[src/sv/lgs_pkg.sv]
package lgs_pkg;

  // Request kinds as they arrive on the kind port
  localparam logic [1:0] KIND_WRITE   = 2'd0;
  localparam logic [1:0] KIND_ADVANCE = 2'd1;
  localparam logic [1:0] KIND_READ    = 2'd2;

  // Neighbour counts of rule B3/S23
  localparam logic [3:0] SURVIVE_LOW = 4'd2;
  localparam logic [3:0] BIRTH_COUNT = 4'd3;

  localparam int unsigned ROW_PORT_W = 16;
  localparam int unsigned INDEX_W    = 4;

  // Classified request held in the queue between front and back
  typedef struct packed {
    logic [1:0]            op;
    logic                  in_range;
    logic [INDEX_W-1:0]    idx;
    logic [ROW_PORT_W-1:0] cells;
  } cmd_t;

endpackage

[src/sv/lgs_ram.sv]
module lgs_ram #(
  parameter int unsigned WIDTH = 16,
  parameter int unsigned DEPTH = 16
) (
  input  logic                     clk,
  input  logic                     we,
  input  logic [$clog2(DEPTH)-1:0] waddr,
  input  logic [WIDTH-1:0]         wdata,
  input  logic [$clog2(DEPTH)-1:0] raddr,
  output logic [WIDTH-1:0]         rdata
);

  logic [WIDTH-1:0] mem [DEPTH];

  always_ff @(posedge clk) begin
    if (we) begin
      mem[waddr] <= wdata;
    end
    rdata <= mem[raddr];
  end

endmodule

[src/sv/lgs_front.sv]
module lgs_front #(
  parameter int unsigned GRID_SIZE = 16
) (
  input  logic                              clk,
  input  logic                              rst,
  input  logic                              start,
  output logic                              busy,
  input  logic [1:0]                        kind,
  input  logic [lgs_pkg::INDEX_W-1:0]       row_index,
  input  logic [lgs_pkg::ROW_PORT_W-1:0]    row_cells,
  output logic                              q_valid,
  output lgs_pkg::cmd_t                     q_cmd,
  input  logic                              q_pop
);

  import lgs_pkg::*;

  localparam logic [6:0] GRID_ROWS = 7'(GRID_SIZE);

  cmd_t       entry [2];
  logic       wr_ptr;
  logic       rd_ptr;
  logic [1:0] count;
  logic [1:0] count_next;
  logic       in_range;
  logic       push;
  cmd_t       cmd_in;

  assign busy     = (count == 2'd2);
  assign in_range = ({3'b000, row_index} < GRID_ROWS);

  // Drop unused kinds and writes beyond the grid; out-of-range reads still answer zero
  always_comb begin
    cmd_in.op       = kind;
    cmd_in.in_range = in_range;
    cmd_in.idx      = row_index;
    cmd_in.cells    = row_cells;
    push = start && !busy;
    if (kind != KIND_WRITE && kind != KIND_ADVANCE && kind != KIND_READ) begin
      push = 1'b0;
    end
    if (kind == KIND_WRITE && !in_range) begin
      push = 1'b0;
    end
  end

  always_comb begin
    count_next = count;
    if (push && !q_pop) begin
      count_next = count + 2'd1;
    end else if (!push && q_pop) begin
      count_next = count - 2'd1;
    end
  end

  assign q_valid = (count != 2'd0);
  assign q_cmd   = entry[rd_ptr];

  always_ff @(posedge clk) begin
    if (rst) begin
      wr_ptr <= 1'b0;
      rd_ptr <= 1'b0;
      count  <= 2'd0;
    end else begin
      count <= count_next;
      if (push) begin
        wr_ptr <= !wr_ptr;
      end
      if (q_pop) begin
        rd_ptr <= !rd_ptr;
      end
    end
  end

  always_ff @(posedge clk) begin
    if (push) begin
      entry[wr_ptr] <= cmd_in;
    end
  end

endmodule

[src/sv/lgs_back.sv]
module lgs_back #(
  parameter int unsigned GRID_SIZE = 16
) (
  input  logic                           clk,
  input  logic                           rst,
  input  logic                           q_valid,
  input  lgs_pkg::cmd_t                  q_cmd,
  output logic                           q_pop,
  output logic                           strobe,
  output logic [lgs_pkg::ROW_PORT_W-1:0] row_value
);

  import lgs_pkg::*;

  localparam int unsigned AW = $clog2(GRID_SIZE);
  localparam logic [AW-1:0] LAST_ROW = AW'(GRID_SIZE - 1);

  localparam logic [2:0] ST_IDLE  = 3'd0;
  localparam logic [2:0] ST_READ  = 3'd1;
  localparam logic [2:0] ST_TOP   = 3'd2;
  localparam logic [2:0] ST_FIRST = 3'd3;
  localparam logic [2:0] ST_SWEEP = 3'd4;

  logic [2:0]           state;
  logic [2:0]           state_next;
  logic [AW-1:0]        row;
  logic [AW:0]          row_ahead;
  logic [GRID_SIZE-1:0] first;
  logic [GRID_SIZE-1:0] prior;
  logic [GRID_SIZE-1:0] here;
  logic [GRID_SIZE-1:0] below;
  logic [GRID_SIZE-1:0] new_row;
  logic [GRID_SIZE-1:0] valid;
  logic                 valid_q;
  logic                 read_hit;
  logic [GRID_SIZE-1:0] rdata;
  logic [GRID_SIZE-1:0] rrow;
  logic                 we;
  logic [AW-1:0]        waddr;
  logic [GRID_SIZE-1:0] wdata;
  logic [AW-1:0]        raddr;
  logic [AW-1:0]        cmd_addr;
  logic [AW+INDEX_W-1:0]         idx_ext;
  logic [GRID_SIZE+ROW_PORT_W-1:0] cells_ext;
  logic [GRID_SIZE+ROW_PORT_W-1:0] rrow_ext;

  lgs_ram #(
    .WIDTH (GRID_SIZE),
    .DEPTH (GRID_SIZE)
  ) u_grid (
    .clk   (clk),
    .we    (we),
    .waddr (waddr),
    .wdata (wdata),
    .raddr (raddr),
    .rdata (rdata)
  );

  assign idx_ext   = {{AW{1'b0}}, q_cmd.idx};
  assign cmd_addr  = idx_ext[AW-1:0];
  assign cells_ext = {{GRID_SIZE{1'b0}}, q_cmd.cells};
  // Rows never written since reset read as dead
  assign rrow      = valid_q ? rdata : '0;
  assign rrow_ext  = {{ROW_PORT_W{1'b0}}, rrow};
  assign row_ahead = {1'b0, row} + (AW + 1)'(2);
  assign below     = (row == LAST_ROW) ? first : rrow;

  // One generation of one row from the old rows above, here and below
  always_comb begin
    logic [3:0] n;
    int         l;
    int         r;
    n = '0;
    new_row = '0;
    for (int c = 0; c < GRID_SIZE; c++) begin
      l = (c == 0) ? GRID_SIZE - 1 : c - 1;
      r = (c == GRID_SIZE - 1) ? 0 : c + 1;
      n = 4'(prior[l]) + 4'(prior[c]) + 4'(prior[r])
        + 4'(here[l]) + 4'(here[r])
        + 4'(below[l]) + 4'(below[c]) + 4'(below[r]);
      new_row[c] = here[c] ? (n == SURVIVE_LOW || n == BIRTH_COUNT) : (n == BIRTH_COUNT);
    end
  end

  always_comb begin
    state_next = state;
    q_pop      = 1'b0;
    we         = 1'b0;
    waddr      = row;
    wdata      = new_row;
    raddr      = '0;
    case (state)
      ST_IDLE: begin
        if (q_valid) begin
          q_pop = 1'b1;
          case (q_cmd.op)
            KIND_WRITE: begin
              we    = 1'b1;
              waddr = cmd_addr;
              wdata = cells_ext[GRID_SIZE-1:0];
            end
            KIND_READ: begin
              raddr      = cmd_addr;
              state_next = ST_READ;
            end
            KIND_ADVANCE: begin
              raddr      = LAST_ROW;
              state_next = ST_TOP;
            end
            default: begin
            end
          endcase
        end
      end
      ST_READ: begin
        state_next = ST_IDLE;
      end
      ST_TOP: begin
        raddr      = '0;
        state_next = ST_FIRST;
      end
      ST_FIRST: begin
        raddr      = AW'(1);
        state_next = ST_SWEEP;
      end
      ST_SWEEP: begin
        we    = 1'b1;
        raddr = row_ahead[AW-1:0];
        if (row == LAST_ROW) begin
          state_next = ST_IDLE;
        end
      end
      default: begin
        state_next = ST_IDLE;
      end
    endcase
  end

  always_ff @(posedge clk) begin
    if (rst) begin
      state   <= ST_IDLE;
      valid   <= '0;
      valid_q <= 1'b0;
      strobe  <= 1'b0;
      row     <= '0;
    end else begin
      state   <= state_next;
      valid_q <= valid[raddr];
      strobe  <= (state == ST_READ);
      if (we) begin
        valid[waddr] <= 1'b1;
      end
      if (state == ST_FIRST) begin
        row <= '0;
      end else if (state == ST_SWEEP) begin
        row <= (row == LAST_ROW) ? '0 : row + AW'(1);
      end
    end
  end

  always_ff @(posedge clk) begin
    if (state == ST_IDLE && q_valid) begin
      read_hit <= q_cmd.in_range;
    end
    if (state == ST_READ) begin
      row_value <= read_hit ? rrow_ext[ROW_PORT_W-1:0] : '0;
    end
    if (state == ST_TOP) begin
      prior <= rrow;
    end
    if (state == ST_FIRST) begin
      first <= rrow;
      here  <= rrow;
    end
    if (state == ST_SWEEP) begin
      // Shift the window down one row
      prior <= here;
      here  <= rrow;
    end
  end

endmodule

[src/sv/life_grid_generation_step.sv]
// Toroidal Game of Life grid, rule B3/S23, GRID_SIZE x GRID_SIZE one-bit cells.
// Requests: drive kind, row_index and row_cells with start high; a request is
// taken at a rising edge where start is high and busy is low. kind selects a
// row write, a one-generation advance or a row read; kind 3 is taken and dropped.
// Results: only a read answers. row_value is shown for one cycle with strobe
// high; strobe rises once the request has left the queue and passed the read
// state. The receiver cannot hold a result off, so none is ever stalled.
// A write ends as it is popped, a read passes the read state, and an advance reads
// the last row and row 0, then sweeps, paced by the grid memory's single read
// port, which the sweep walks one row a cycle. A two-entry request queue sits in
// front, so busy rises only once two requests wait behind the one at work.
// Reset: all cells read as dead (per-row valid bits clear at once), the queue
// empties and the block is ready in the next cycle.
module life_grid_generation_step #(
  parameter int unsigned GRID_SIZE = 16
) (
  input  logic                           clk,
  input  logic                           rst,
  input  logic                           start,
  output logic                           busy,
  input  logic [1:0]                     kind,
  input  logic [lgs_pkg::INDEX_W-1:0]    row_index,
  input  logic [lgs_pkg::ROW_PORT_W-1:0] row_cells,
  output logic                           strobe,
  output logic [lgs_pkg::ROW_PORT_W-1:0] row_value
);

  import lgs_pkg::*;

  logic q_valid;
  logic q_pop;
  cmd_t q_cmd;

  lgs_front #(
    .GRID_SIZE (GRID_SIZE)
  ) u_front (
    .clk       (clk),
    .rst       (rst),
    .start     (start),
    .busy      (busy),
    .kind      (kind),
    .row_index (row_index),
    .row_cells (row_cells),
    .q_valid   (q_valid),
    .q_cmd     (q_cmd),
    .q_pop     (q_pop)
  );

  lgs_back #(
    .GRID_SIZE (GRID_SIZE)
  ) u_back (
    .clk       (clk),
    .rst       (rst),
    .q_valid   (q_valid),
    .q_cmd     (q_cmd),
    .q_pop     (q_pop),
    .strobe    (strobe),
    .row_value (row_value)
  );

endmodule

[config.mk]
export PLATFORM = sky130hd
export DESIGN_NAME = life_grid_generation_step
export DESIGN_NICKNAME = d
export VERILOG_FILES = /design/src/sv/lgs_pkg.sv /design/src/sv/lgs_ram.sv /design/src/sv/lgs_front.sv /design/src/sv/lgs_back.sv /design/src/sv/life_grid_generation_step.sv
export SDC_FILE = /design/constraint.sdc
export NUM_CORES = 1
export LEC_CHECK = 0
export BUFFER_PORTS_ARGS = -buffer_cell sky130_fd_sc_hd__clkbuf_2
export CAP_MARGIN = 20
export CORE_ASPECT_RATIO = 1.2
export CORE_MARGIN = 5
export CORE_UTILIZATION = 65
export CTS_BUF_LIST = sky130_fd_sc_hd__clkbuf_4
export DETAILED_ROUTE_END_ITERATION = 10
export HOLD_SLACK_MARGIN = 0.05
export MAX_ROUTING_LAYER = met4
export PLACE_DENSITY = 0.82
export RECOVER_POWER = 100
export SYNTH_ARGS = -nofsm -noshare
export SYNTH_HDL_FRONTEND = slang
export SYNTH_HIERARCHICAL = 1
export SYNTH_SLANG_ARGS = --single-unit
[constraint.sdc]
create_clock -name clk -period 5.3 [get_ports clk]
set_clock_uncertainty 0.15 [all_clocks]
set_input_delay 0.53 -clock clk [delete_from_list [all_inputs] [get_ports clk]]
set_output_delay 0.53 -clock clk [all_outputs]
set_load 0.005 [all_outputs]
=== Word level (Yosys, flattened, before mapping) ===
Memory sizes are Yosys's and may differ from the RTL's. A register that Yosys moved wholly into a read port is not among the register bits.
Index checks and enable logic that the tools add are counted.

* Register bits after elaboration: 94
* Memory bits (writable): 300
* Input port bits: 25
* Logic and storage cells: 271
* Memories: 2

* Add/subtract/negate cells: 116
* Magnitude comparators: 3
* Equality and inequality tests: 45
* Muxes and demuxes: 54
* Bitwise gates (word level): 1
* Reduce and logical (&&, ||, !) cells: 37

{| class="wikitable"
|+ Memories
! name !! depth !! bits a word !! rd ports !! clocked after Yosys merged registers in !! write ports !! line !! source
|-
| u_back.u_grid.mem || 16 || 16 || 1 || 1 || 1 || lgs_ram.sv:13 || <nowiki>logic [WIDTH-1:0] mem [DEPTH];</nowiki>
|-
| u_front.entry || 2 || 22 || 1 || 1 || 1 || lgs_front.sv:20 || <nowiki>cmd_t entry [2];</nowiki>
|}

{| class="wikitable"
|+ Operators with widths
! kind !! number
|-
| 4-bit by 1-bit adder with 4-bit output || 96
|-
| 16-bit 2-to-1 mux || 9
|-
| 4-bit by 2-bit equality test with 1-bit output, second input constant || 32
|-
| 1-bit by 1-bit adder with 2-bit output || 16
|-
| 1-bit 2-to-1 mux || 29
|-
| 4-bit 2-to-1 mux || 5
|-
| 1-bit logical OR || 16
|-
| 16-bit bitwise OR || 1
|-
| 3-bit case mux with 4 select lines || 1
|-
| 4-bit case mux with 3 select lines || 1
|-
| 4-bit by 5-bit less-than comparator with 1-bit output, second input constant || 2
|-
| 2-bit nonzero test || 5
|-
| 4-bit case mux with 2 select lines || 1
|-
| 1-bit logical AND || 7
|-
| 3-bit by 2-bit equality test with 1-bit output, second input constant || 2
|-
| 3-bit 2-to-1 mux || 2
|-
| 2-bit by 1-bit != test with 1-bit output, second input constant || 3
|-
| 3-bit case mux with 2 select lines || 1
|-
| 1-bit logical NOT || 5
|-
| 4-bit by 1-bit adder with 4-bit output, second input constant || 1
|-
| 4-bit by 2-bit adder with 4-bit output, second input constant || 1
|-
| 1-bit binary-select mux with 4-bit select || 1
|-
| 1-bit demux with 4-bit select || 1
|-
| 2-bit equality test, second input constant || 2
|-
| other kinds (15) || 16
|}

=== Longest topological paths before layout ===
Gate-level depths: netlist of run 1.

* Word-level depth: 13
* Mapped depth: 16
* Depth with buffers taken out: 15

=== By module ===
The synthesis of run 1 kept the hierarchy.

{| class="wikitable"
|+ Modules (own cells, without submodules)
! module !! instances !! cells each !! area an instance (um^2) !! sequential area each (um^2)
|-
| lgs_ram || 1 || 432 || 10042.1 || 8007.7
|-
| lgs_back || 1 || 673 || 6737.7 || 2452.4
|-
| lgs_front || 1 || 95 || 1836.8 || 1421.4
|}

=== Worst setup path before layout of run 1 ===
No wires, ideal clock.

* Path kind: register to register
* From: reg u_back.row[0]
* To: mem u_back.u_grid.mem[0][5] (data pin)
* Library setup time: 0.330 ns
* Arrival: 4.143 ns
* Slack: 0.677 ns
* Cell stages (with the launch flop): 15
* Path buffers: 2
* Clock period less this slack: 4.623 ns
* Cell sequence: dfxtp_1 -> ha_1 -> and3_1 -> clkbuf_1 -> clkbuf_1 -> nor2_1 -> a21oi_1 -> fa_1 -> fa_1 -> inv_1 -> ha_1 -> fa_1 -> o21ai_0 -> o211ai_1 -> o21ai_0

* Longest elaborated chain between the ends: 11

{| class="wikitable"
|+ RTL lines
! element !! line !! source
|-
| start: declaration || lgs_back.sv:26 || <nowiki>logic [AW-1:0] row;</nowiki>
|-
| start signal: assignment || lgs_back.sv:156 || <nowiki>row <= (row == LAST_ROW) ? '0 : row + AW'(1);</nowiki>
|-
| 4-bit equality test (*) || lgs_back.sv:66 || <nowiki>assign below = (row == LAST_ROW) ? first : rrow;</nowiki>
|-
| 16-bit 2-to-1 mux (*) || lgs_back.sv:66 ||
|-
| 4-bit by 1-bit adder with 4-bit output (2 in a row) || lgs_back.sv:80 || <nowiki>+ 4'(below[l]) + 4'(below[c]) + 4'(below[r]);</nowiki>
|-
| 4-bit by 1-bit adder with 4-bit output (*) || lgs_back.sv:80 ||
|-
| 4-bit by 2-bit equality test with 1-bit output || lgs_back.sv:81 || <nowiki>new_row[c] = here[c] ? (n == SURVIVE_LOW || n == BIRTH_COUNT) : (n == BIRTH_COUNT);</nowiki>
|-
| 1-bit logical OR || lgs_back.sv:81 ||
|-
| 1-bit 2-to-1 mux (*) || lgs_back.sv:81 ||
|-
| 16-bit 2-to-1 mux || lgs_back.sv:96 || <nowiki>case (q_cmd.op)</nowiki>
|-
| 16-bit 2-to-1 mux || lgs_back.sv:94 || <nowiki>if (q_valid) begin</nowiki>
|-
| 16-bit 2-to-1 mux (*) || lgs_back.sv:92 || <nowiki>case (state)</nowiki>
|-
| net u_back.wdata[5] || lgs_back.sv:40 || <nowiki>logic [GRID_SIZE-1:0] wdata;</nowiki>
|-
| end: declaration || lgs_ram.sv:13 ||
|}

The timed path passes the listed nets; every way through them passes the cells marked *.

==> metrics.txt, run 1 <==
outcome complete, but fails checks; violated checks max-capacitance violations, max-slew violations; Clk pin slew, worst setup/hold paths 0.07 ns; warnings from Yosys 6; Layout area overhead 11.7%; Die ar. 32,100 um2; ys flop type edfxtp_1; first-pass GRT wire length 64,100 um; Slew Limit Fails 37; CTS tree built; Reg2Reg Setup Slack 0.38 ns; leading post-synthesis cells by instance count edfxtp_1 (365), inv_1 (127), nand2_1 (77); final setup margin 0.380 ns; clk buf depth 3; Post-Syn Area 18,600 um2; H-tree lvl count 3; Final Hold Vio Count 0; DRT Pass-1 Iters 5; count leader, synth edfxtp_1; Routed Wire Length 41,000 um; gr ovfl total 0; clk sinks 411; CP Max Fanout 16; Final Cycle Share 92.8%; hold depth 2; register bit count reported by yosys 411; ratio of cells with drive above 1 in the final layout 18.9%; Die Y 195 um; Max-Cap Viols 1; core area 28,100 um2; total setup buffers inserted after CTS 0; initial core utilization 66.3%; Detail Route Antenna Nets 0; Syn Inst Count 1,200; Netlist cell types 59; Hold WC Path Type in -> reg; vias in the first global route 11,600; CTS buffer count 95; sum of negative setup slack 0 ns; CP Class reg -> reg; post-layout min period 4.92 ns; Starting DRT DRC Count 995; NumNets Final 1,507; cts hold-fix bufs 23; Clk Latency, worst-skew pair 0.74 ns; Post-synth EDFFs 365; # rows 67; leak pwr 0.00779 uW; final setup violation count 0; CP endpoint kind register; Worst IR Drop VDD 0.272 mV; gr usage total 27.3%; Placement Setup Slack 0.819 ns; die width 164 um; Seq/Total Area, Yosys 63.8%; antenna violations before repair 3; Crit path required time 5.46 ns; cell taking the most area after synthesis edfxtp_1; Vias/cell 6.07; Post-synth ARST share 0%; worst slew pin tran 1.55 ns; DRC viols 0; r2r endpoint u_back/u_grid/mem[2][7]; clk root buf clkbuf_4; WL/cell 22.5 um; pin count of the biggest net entering global routing 73; top cells by area, synth edfxtp_1 (59%), fa_1 (6.8%), mux4_2 (6.5%), dfxtp_1 (4.9%), ha_1 (3.7%); Avg Inst Size Synth 15.5 um2; post-CTS sizing 0; CP arrival 5.08 ns; hold worst-path end u_back/valid[6]; GP Congestion 0.865; top cell type's share of synthesized area 58.9%; maximum clock frequency 0.203 GHz; R2R depth 10; port buffer count 42; Mapped Nets 1,343; HP Start rst; post-DP HPWL 26,800 um; power per cell area 498 nW/um2; detailed-route via count 11,100; IO Count 43; unrepaired setup endpoints after global routing no; startpoint types register; Slew HR -3.30%
==> worst max-delay path, cell delays in order (launching register included) <==
cell and delay, ns:
dfxtp_1 0.40, mux2_2 0.38, inv_1 0.08, ha_1 0.32, inv_1 0.11, nor2_1 0.32, mux2i_1 0.73, inv_1 0.32
or3b_2 0.61, nor2_2 0.10, clkbuf_1 0.99
==> layout by cell type, fill, tap and decap left out, types with 16 or more instances in the layout <==
| master | n |
|---|---|
| mux4_2 | 54 |
| fa_1 | 63 |
| o21ai_0 | 56 |
| nand3_1 | 19 |
| a22oi_1 | 32 |
| ha_1 | 55 |
| o211ai_1 | 16 |
| clkbuf_1 | 54 |
| clkbuf_4 | 139 |
| edfxtp_1 | 365 |
| nor2_1 | 55 |
| nand2_1 | 77 |
| mux2_2 | 21 |
| inv_1 | 127 |
| and3_1 | 20 |
| a21oi_1 | 41 |
| dlygate4sd3_1 | 23 |
| clkinv_1 | 25 |
| buf_4 | 17 |
| dfxtp_1 | 46 |
| clkbuf_2 | 19 |
==> cell families after synthesis <==
logic type	count (synthesis)	share of synthesized area [%]
compound gates	184	6.36
other cells	1	0.0201
flops	411	63.8
fa+ha+maj	118	10.5
mux	95	9.79
simple gates	209	5.32
xor+xnor	7	0.329
buf+inv	175	3.89
==> sequential cells by signal, indices dropped and copies added, names as in the netlist, named ones only <==
| register | flops |
|---|---|
| u_back/row | 4 |
| u_back/here | 16 |
| u_back/valid | 16 |
| u_back/prior | 16 |
| u_back/row_value | 16 |
| u_back/valid_q | 1 |
| u_back/first | 16 |
| u_back/state | 3 |
| u_back/read_hit | 1 |
| u_back/u_grid/rdata | 16 |
| u_front/entry | 44 |
| u_front/rd_ptr | 1 |
| u_back/u_grid/mem | 256 |
| u_back/strobe | 1 |
| u_front/wr_ptr | 1 |
| u_front/count | 2 |
==> per-stage QoR <==
stage / utilization (%) / instances / cell area [um2] / hold WS (ns) / power, uW
4_1_cts: 74.9 / 1820 / 21000 / 0.210 / 10500
3_3_place_gp: 69.5 / 1623 / 19500 / 0.296 / 7690
2_1_floorplan: - / 1200 / 18600 / 0.279 / 6730
6_report: 74.1 / 1823 / 20800 / 0.258 / 10400
3_5_place_dp: 69.5 / 1623 / 19500 / 0.308 / 7870
5_1_grt: 74.1 / 1823 / 20800 / 0.274 / 11000
==> layout make-up <==
class,count,area [um2]
Multi-Input combinational cell,614,6000
Clock buffer,138,1040
Tap cell,379,474
Sequential cell,411,11900
Clock inverter,36,246
Inverter,127,477
Antenna cell,3,7.51
Fill cell,1692,7280
Timing Repair Buffer,115,683
==> report_power, final <==
group,switching (uW),total [uW],internal [uW]
combinational,2010,3170,1160
sequential,150,4630,4480
clock,1170,2570,1400
==> how the worst max path moves through the flow <==
stage / start / endpoint / depth (start not counted) / slack, ns
finish: register / u_back/u_grid/mem[2][7] / 10 / 0.38
global route: u_back/row[0] / u_back/u_grid/mem[14][8] / 14 / 0.21
CTS: u_back/row[0] / u_back/u_grid/mem[13][13] / 14 / 0.78
detailed placement: u_back/row[0] / u_back/u_grid/mem[13][13] / 14 / 0.82
global placement: u_back/row[0] / u_back/u_grid/mem[12][13] / 14 / 0.92
floorplan: u_back/row[0] / u_back/u_grid/mem[0][5] / 14 / 0.68
==> layer usage <==
metal	track usage (%)	part of all wire (%)
met5	-	0
met4	9.00	2.9
met3	4.72	8.3
met2	45.3	53
met1	34.6	36
Note: power is estimated with default switching activity, not from simulation.
==> inputs of run 2 (changes only) <==
==> constraint.sdc (replaced) <==
create_clock -name clk -period 5 [get_ports clk]
set_clock_uncertainty 0.15 [all_clocks]
set_input_delay 0.5 -clock clk [delete_from_list [all_inputs] [get_ports clk]]
set_output_delay 0.5 -clock clk [all_outputs]
set_load 0.005 [all_outputs]
==> run 2 against run 1 <==
  * Via count grew 1.6%
  * Fmax grew 1.5%
  * The run still ends with max-capacitance violations, max-slew violations left
  * Highest routed layer unchanged
  * Utilization is essentially flat
  * Design area is essentially flat
==> metrics.txt, run 2 (synthesis results as in run 1) <==
commonest non-fill, non-tap cell in the layout edfxtp_1; total setup buffers inserted after CTS 0 (unchanged); port buffer count 42 (unchanged); first-pass GRT wire length 65,500 um (+2.1%); commonest cells after routing, fill and taps aside edfxtp_1 (365), clkbuf_4 (142), inv_1 (127), nand2_1 (77), fa_1 (63); DRC viols 0 (unchanged); Final Cell Area 20,800 um2 (about the same); CP Class reg -> reg; Largest Register u_back/u_grid/mem; hold depth 2 (unchanged); DRT Pass-1 Iters 7 (+2); dpl cells 1,632 (+0.55%); antenna violations before repair 2 (-1); clk sinks 411 (unchanged); Final Cycle Share 97.0% (+4.1 points); clk root buf clkbuf_4; Slew Limit Fails 88 (+140%); unrepaired setup endpoints after global routing no; Vias/cell 6.11 (+0.70%); initial core utilization 66.3% (unchanged); Routed Wire Length 42,100 um (+2.6%); Worst IR Drop VDD 0.253 mV (-7.2%); R2R depth 11 (+1); r2r endpoint u_back/u_grid/mem[3][9]; Slew HR -7.59% (-4.3 points); ratio of cells with drive above 1 in the final layout 19.8% (+0.89 points); GP Congestion 0.902 (+4.3%); Reg2Reg Setup Slack 0.15 ns (-0.23 ns); Clk pin slew, worst setup/hold paths 0.07 ns (about the same); Die Y 195 um (unchanged); power per cell area 525 nW/um2 (+5.3%); NumNets Final 1,517 (+0.66%); max reg flops 256 (unchanged); CTS buffer count 96 (+1.1%); startpoint types register; post-CTS sizing 0 (unchanged); hold worst-path end u_back/valid[4]; final setup violation count 0 (unchanged); Final Hold Vio Count 0 (unchanged); CP arrival 5.09 ns (about the same); IO Count 43 (unchanged); maximum clock frequency 0.206 GHz (+1.5%); CTS tree built; Layout area overhead 11.8% (about the same); detailed-route via count 11,200 (+1.6%); clk buf depth 3 (unchanged); die width 164 um (unchanged); WL/cell 22.9 um (+1.7%); pin count of the biggest net entering global routing 43 (-41%); Die ar. 32,100 um2 (unchanged); final setup margin 0.152 ns (-0.229 ns); Max-Cap Viols 4 (+3); post-DP HPWL 27,000 um (+0.84%); cts hold-fix bufs 23 (unchanged); # rows 67 (unchanged); post-layout min period 4.85 ns (-0.0713 ns); Clk Latency, worst-skew pair 0.79 ns (+0.05 ns); vias in the first global route 12,000 (+3.0%); Detail Route Antenna Nets 0 (unchanged); leak pwr 0.00779 uW (about the same); fin cells 1,839 (+0.88%); CP endpoint kind register; Crit path required time 5.24 ns (-0.22 ns); Starting DRT DRC Count 1,169 (+17%); CP Max Fanout 11 (-5); Hold WC Path Type in -> reg; Placement Cell Area 19,600 um2 (+0.47%); violated checks max-capacitance violations, max-slew violations; worst slew pin tran 1.61 ns (+0.0644 ns); gr usage total 27.9% (+0.64 points); Largest regs u_back/u_grid/mem x256, u_front/entry x44; H-tree lvl count 3 (unchanged); gr ovfl total 0 (unchanged); outcome complete, but fails checks; core area 28,100 um2 (unchanged); worst hold margin 0.204 ns (-0.0542 ns); sum of negative setup slack 0 ns (unchanged); HP Start rst; Placement Setup Slack 0.436 ns (-0.383 ns)
-- run 2: cell count changes in the layout (fill, tap and decap cells not counted), moves of 3 or more --
| cell | delta |
|---|---|
| clkbuf_2 | +5 |
| bufinv_16 | -4 |
| clkbuf_4 | +3 |
| clkinvlp_4 | +4 |
| buf_4 | +4 |
-- run 2: per-layer routing --
metal	wire length [um]	global-route usage, %
met1	14900	32.8
met2	22200	48.1
met3	3670	5.34
met4	1260	10.3
met5	0	-
-- run 2: worst max-delay path, stage by stage, from the launching register on --
cell      delay, ns
dfxtp_1        0.52
mux2_1         0.41
inv_1          0.10
ha_1           0.32
inv_1          0.11
nor2_1         0.32
mux2i_1        0.25
clkbuf_1       0.35
inv_1          0.23
or3b_2         0.55
nor2_1         0.65
clkbuf_2       0.52
-- run 2: final cells by class --
cell class	instances	area, um2
inverters	127	477
fillers	1672	7280
diodes	3	7.51
repair buffers	124	736
clock buffers	142	1070
multi-input cells	614	5990
well taps	379	474
flip-flops and latches	411	11900
clock inverters	39	174
-- run 2: stage by stage --
| step | utilization (%) | power, uW |
|---|---|---|
| 2_1_floorplan | - | 7140 |
| 3_3_place_gp | 69.9 | 8200 |
| 3_5_place_dp | 69.9 | 8410 |
| 4_1_cts | 75.1 | 11000 |
| 5_1_grt | 74.1 | 11600 |
| 6_report | 74.1 | 10900 |
-- run 2: report_power, final --
| part | total [uW] | internal, uW | switching, uW | leakage [uW] |
|---|---|---|---|---|
| logic | 3400 | 1230 | 2160 | 0.00334 |
| registers | 4910 | 4750 | 159 | 0.00372 |
| clock network | 2620 | 1320 | 1300 | 0.000731 |
-- run 2: how the worst max path moves through the flow --
stage / depth (start not counted) / slack (ns) / to
final: 11 / 0.15 / u_back/u_grid/mem[3][9]
after global routing: 14 / 0.02 / u_back/u_grid/mem[2][10]
after detailed placement: 14 / 0.44 / u_back/u_grid/mem[4][12]
after CTS: 14 / 0.38 / u_back/u_grid/mem[15][9]
after global placement: 14 / 0.60 / u_back/u_grid/mem[8][5]
after floorplan: 14 / 0.38 / u_back/u_grid/mem[0][5]
==> inputs of run 3 (changes only) <==
--- a/config.mk
+++ b/config.mk
@@ -7,15 +7,18 @@
 export LEC_CHECK = 0
 export BUFFER_PORTS_ARGS = -buffer_cell sky130_fd_sc_hd__clkbuf_2
 export CAP_MARGIN = 20
+export CELL_PAD_IN_SITES_DETAIL_PLACEMENT = 0
+export CELL_PAD_IN_SITES_GLOBAL_PLACEMENT = 1
 export CORE_ASPECT_RATIO = 1.2
 export CORE_MARGIN = 5
-export CORE_UTILIZATION = 65
+export CORE_UTILIZATION = 56
 export CTS_BUF_LIST = sky130_fd_sc_hd__clkbuf_4
 export DETAILED_ROUTE_END_ITERATION = 10
 export HOLD_SLACK_MARGIN = 0.05
 export MAX_ROUTING_LAYER = met4
-export PLACE_DENSITY = 0.82
+export PLACE_DENSITY_LB_ADDON = 0.1
 export RECOVER_POWER = 100
+export SLEW_MARGIN = 20
 export SYNTH_ARGS = -nofsm -noshare
 export SYNTH_HDL_FRONTEND = slang
 export SYNTH_HIERARCHICAL = 1
==> constraint.sdc (replaced) <==
create_clock -name clk -period 5 [get_ports clk]
set_clock_uncertainty 0.15 [all_clocks]
set_input_delay 1.5 -clock clk [delete_from_list [all_inputs] [get_ports clk]]
set_output_delay 1.5 -clock clk [all_outputs]
set_load 0.005 [all_outputs]
==> run 3 against run 2 <==
  * The flow still finishes with violations (max-capacitance violations, max-slew violations)
  * Design area shrank 0.24%
  * Total power about the same
  * Die area up 15%
  * Sequential cell count is the same
  * Non-clock buffer count fell by 31
  * Critical path depth fell by 2
  * Via count down 6.5%
  * First-iteration DRC count is 46% lower
  * Critical path type unchanged
  * Critical endpoint is now u_back/u_grid/rdata[3]
  * Highest routed layer unchanged
==> metrics.txt, run 3 (synthesis results as in run 1) <==
Layout area overhead 11.5%; total setup buffers inserted after CTS 0 (unchanged); gr ovfl total 0 (unchanged); Vias/cell 5.56 (-8.9%); sum of negative setup slack 0 ns (unchanged); fillers 2,556 (+53%); power per cell area 526 nW/um2 (+0.18%); register area 11,900 um2 (unchanged); die width 176 um (+7.3%); Routed Wire Length 39,600 um (-6.0%); leak pwr 0.00779 uW (about the same); commonest non-fill, non-tap cell in the layout edfxtp_1; first-pass GRT wire length 61,700 um (-5.7%); ratio of cells with drive above 1 in the final layout 22.1% (+2.3 points); Die ar. 37,000 um2 (+15%); worst slew pin tran 1.77 ns (+0.160 ns); CP Class reg -> reg; CP arrival 5.00 ns (-0.09 ns); DRC viols 0 (unchanged); vias in the first global route 11,000 (-7.6%); GP Congestion 0.869 (-3.7%); Final Hold Vio Count 0 (unchanged); core area 33,000 um2 (+17%); clk root buf clkbuf_4; gr usage total 22.7% (-5.2 points); Clk Latency, worst-skew pair 0.75 ns (-0.04 ns); Hold WC Path Type reg -> reg; WL/cell 21.0 um (-8.4%); hold depth 2 (unchanged); r2r endpoint u_back/u_grid/rdata[3]; maximum clock frequency 0.220 GHz (+6.6%); port buffer count 42 (unchanged); final setup violation count 0 (unchanged); Largest Register u_back/u_grid/mem; clk sinks 411 (unchanged); Detail Route Antenna Nets 0 (unchanged); CTS tree built; post-layout min period 4.55 ns (-0.300 ns); antenna violations before repair 1 (-1); Placement Cell Area 19,600 um2 (about the same); Final Cycle Share 91.0% (-6.0 points); Worst IR Drop VDD 0.280 mV (+11%); Slew Limit Fails 82 (-6.8%); CTS buffer count 102 (+6.3%); Final Cell Area 20,800 um2 (-0.24%); R2R depth 9 (-2); max reg flops 256 (unchanged); startpoint types register; # rows 73 (+9.0%); NumNets Final 1,492 (-1.6%); Power Total 10,900 uW (about the same); CP Max Fanout 15 (+4); outcome complete, but fails checks; commonest cells after routing, fill and taps aside edfxtp_1 (365), clkbuf_4 (151), inv_1 (127), nand2_1 (77), fa_1 (63); H-tree lvl count 3 (unchanged); hold worst-path end u_back/valid[11]; pin count of the biggest net entering global routing 45 (+4.7%); area of the multi-input gates 6000 um2 (+0.19%); Reg2Reg Setup Slack 0.45 ns (+0.30 ns); Slew HR -18.3% (-11 points); post-DP HPWL 25,000 um (-7.3%); Clk pin slew, worst setup/hold paths 0.07 ns (about the same); Max-Cap Viols 3 (-1); violated checks max-capacitance violations, max-slew violations; Crit path required time 5.45 ns (+0.21 ns); post-CTS sizing 0 (unchanged); DRT Pass-1 Iters 5 (-2); initial core utilization 56.5% (-9.8 points); Starting DRT DRC Count 636 (-46%); detailed-route via count 10,500 (-6.5%); Largest regs u_back/u_grid/mem x256, u_front/entry x44; CP endpoint kind register; HP Start u_back/valid[11]; cts hold-fix bufs 0 (-100%); unrepaired setup endpoints after global routing no; clk buf depth 3 (unchanged); IO Count 43 (unchanged); Die Y 210 um (+7.3%)
## run 3: changes by cell type in the layout (fill, tap and decap cells not counted), moves of 2 or more
cell / previous run / this run
buf_4: 21 / 13
clkbuf_1: 54 / 33
clkbuf_2: 24 / 45
clkbuf_4: 142 / 151
diode_2: 3 / 1
dlygate4sd3_1: 23 / 0
nor2_1: 54 / 47
nor2_2: 2 / 9
## run 3: layout make-up
| type | count | area share [%] |
|---|---|---|
| diodes | 1 | 0.0121 |
| clock buffers | 151 | 5.46 |
| clock inverters | 41 | 1.01 |
| inverters | 127 | 2.30 |
| multi-input cells | 614 | 28.9 |
| flip-flops and latches | 411 | 57.2 |
| well taps | 450 | 2.71 |
| repair buffers | 93 | 2.35 |
## run 3: critical path: stages, from the launching register on
cell and delay (ns):
dfxtp_1 0.57, mux2_1 0.41, inv_1 0.10, ha_1 0.29, a21oi_1 0.15, o311ai_1 1.10
clkbuf_2 0.67, mux4_1 0.62, a22oi_1 0.22, nand2_1 0.12
## run 3: worst max-delay path by stage
stage | depth (start not counted) | from | endpoint
4_1_cts | 14 | u_back/row[0] | u_back/u_grid/mem[8][1]
6_report | 9 | register | u_back/u_grid/rdata[3]
2_1_floorplan | 14 | u_back/row[0] | u_back/u_grid/mem[0][5]
5_1_grt | 14 | u_back/row[0] | u_back/u_grid/mem[12][10]
3_3_place_gp | 14 | u_back/row[0] | u_back/u_grid/mem[1][1]
3_5_place_dp | 14 | u_back/row[0] | u_back/u_grid/mem[0][1]
## run 3: report_power, final
group	leakage, uW	switching [uW]	total, uW	internal [uW]
Sequential	0.00372	134	4890	4750
Combinational	0.00328	2090	3260	1170
Clock	0.000791	1310	2760	1450
Total	0.00779	3540	10900	7370
## run 3: routing by layer
layer / GRT usage, % / part of all wire (%)
met5: - / 0
met4: 6.75 / 1.9
met3: 4.29 / 5.0
met2: 38.2 / 52
met1: 28.4 / 41
## run 3: per-stage QoR
step	instances	worst slack [ns]	hold WS (ns)	util [%]
after floorplan	1200	0.377	0.279	-
after global placement	1695	0.654	0.297	59.5
after detailed placement	1695	0.627	0.305	59.5
after CTS	1887	0.571	0.325	63.6
after global routing	1888	0.109	0.345	62.9
final	1888	0.451	0.318	62.9
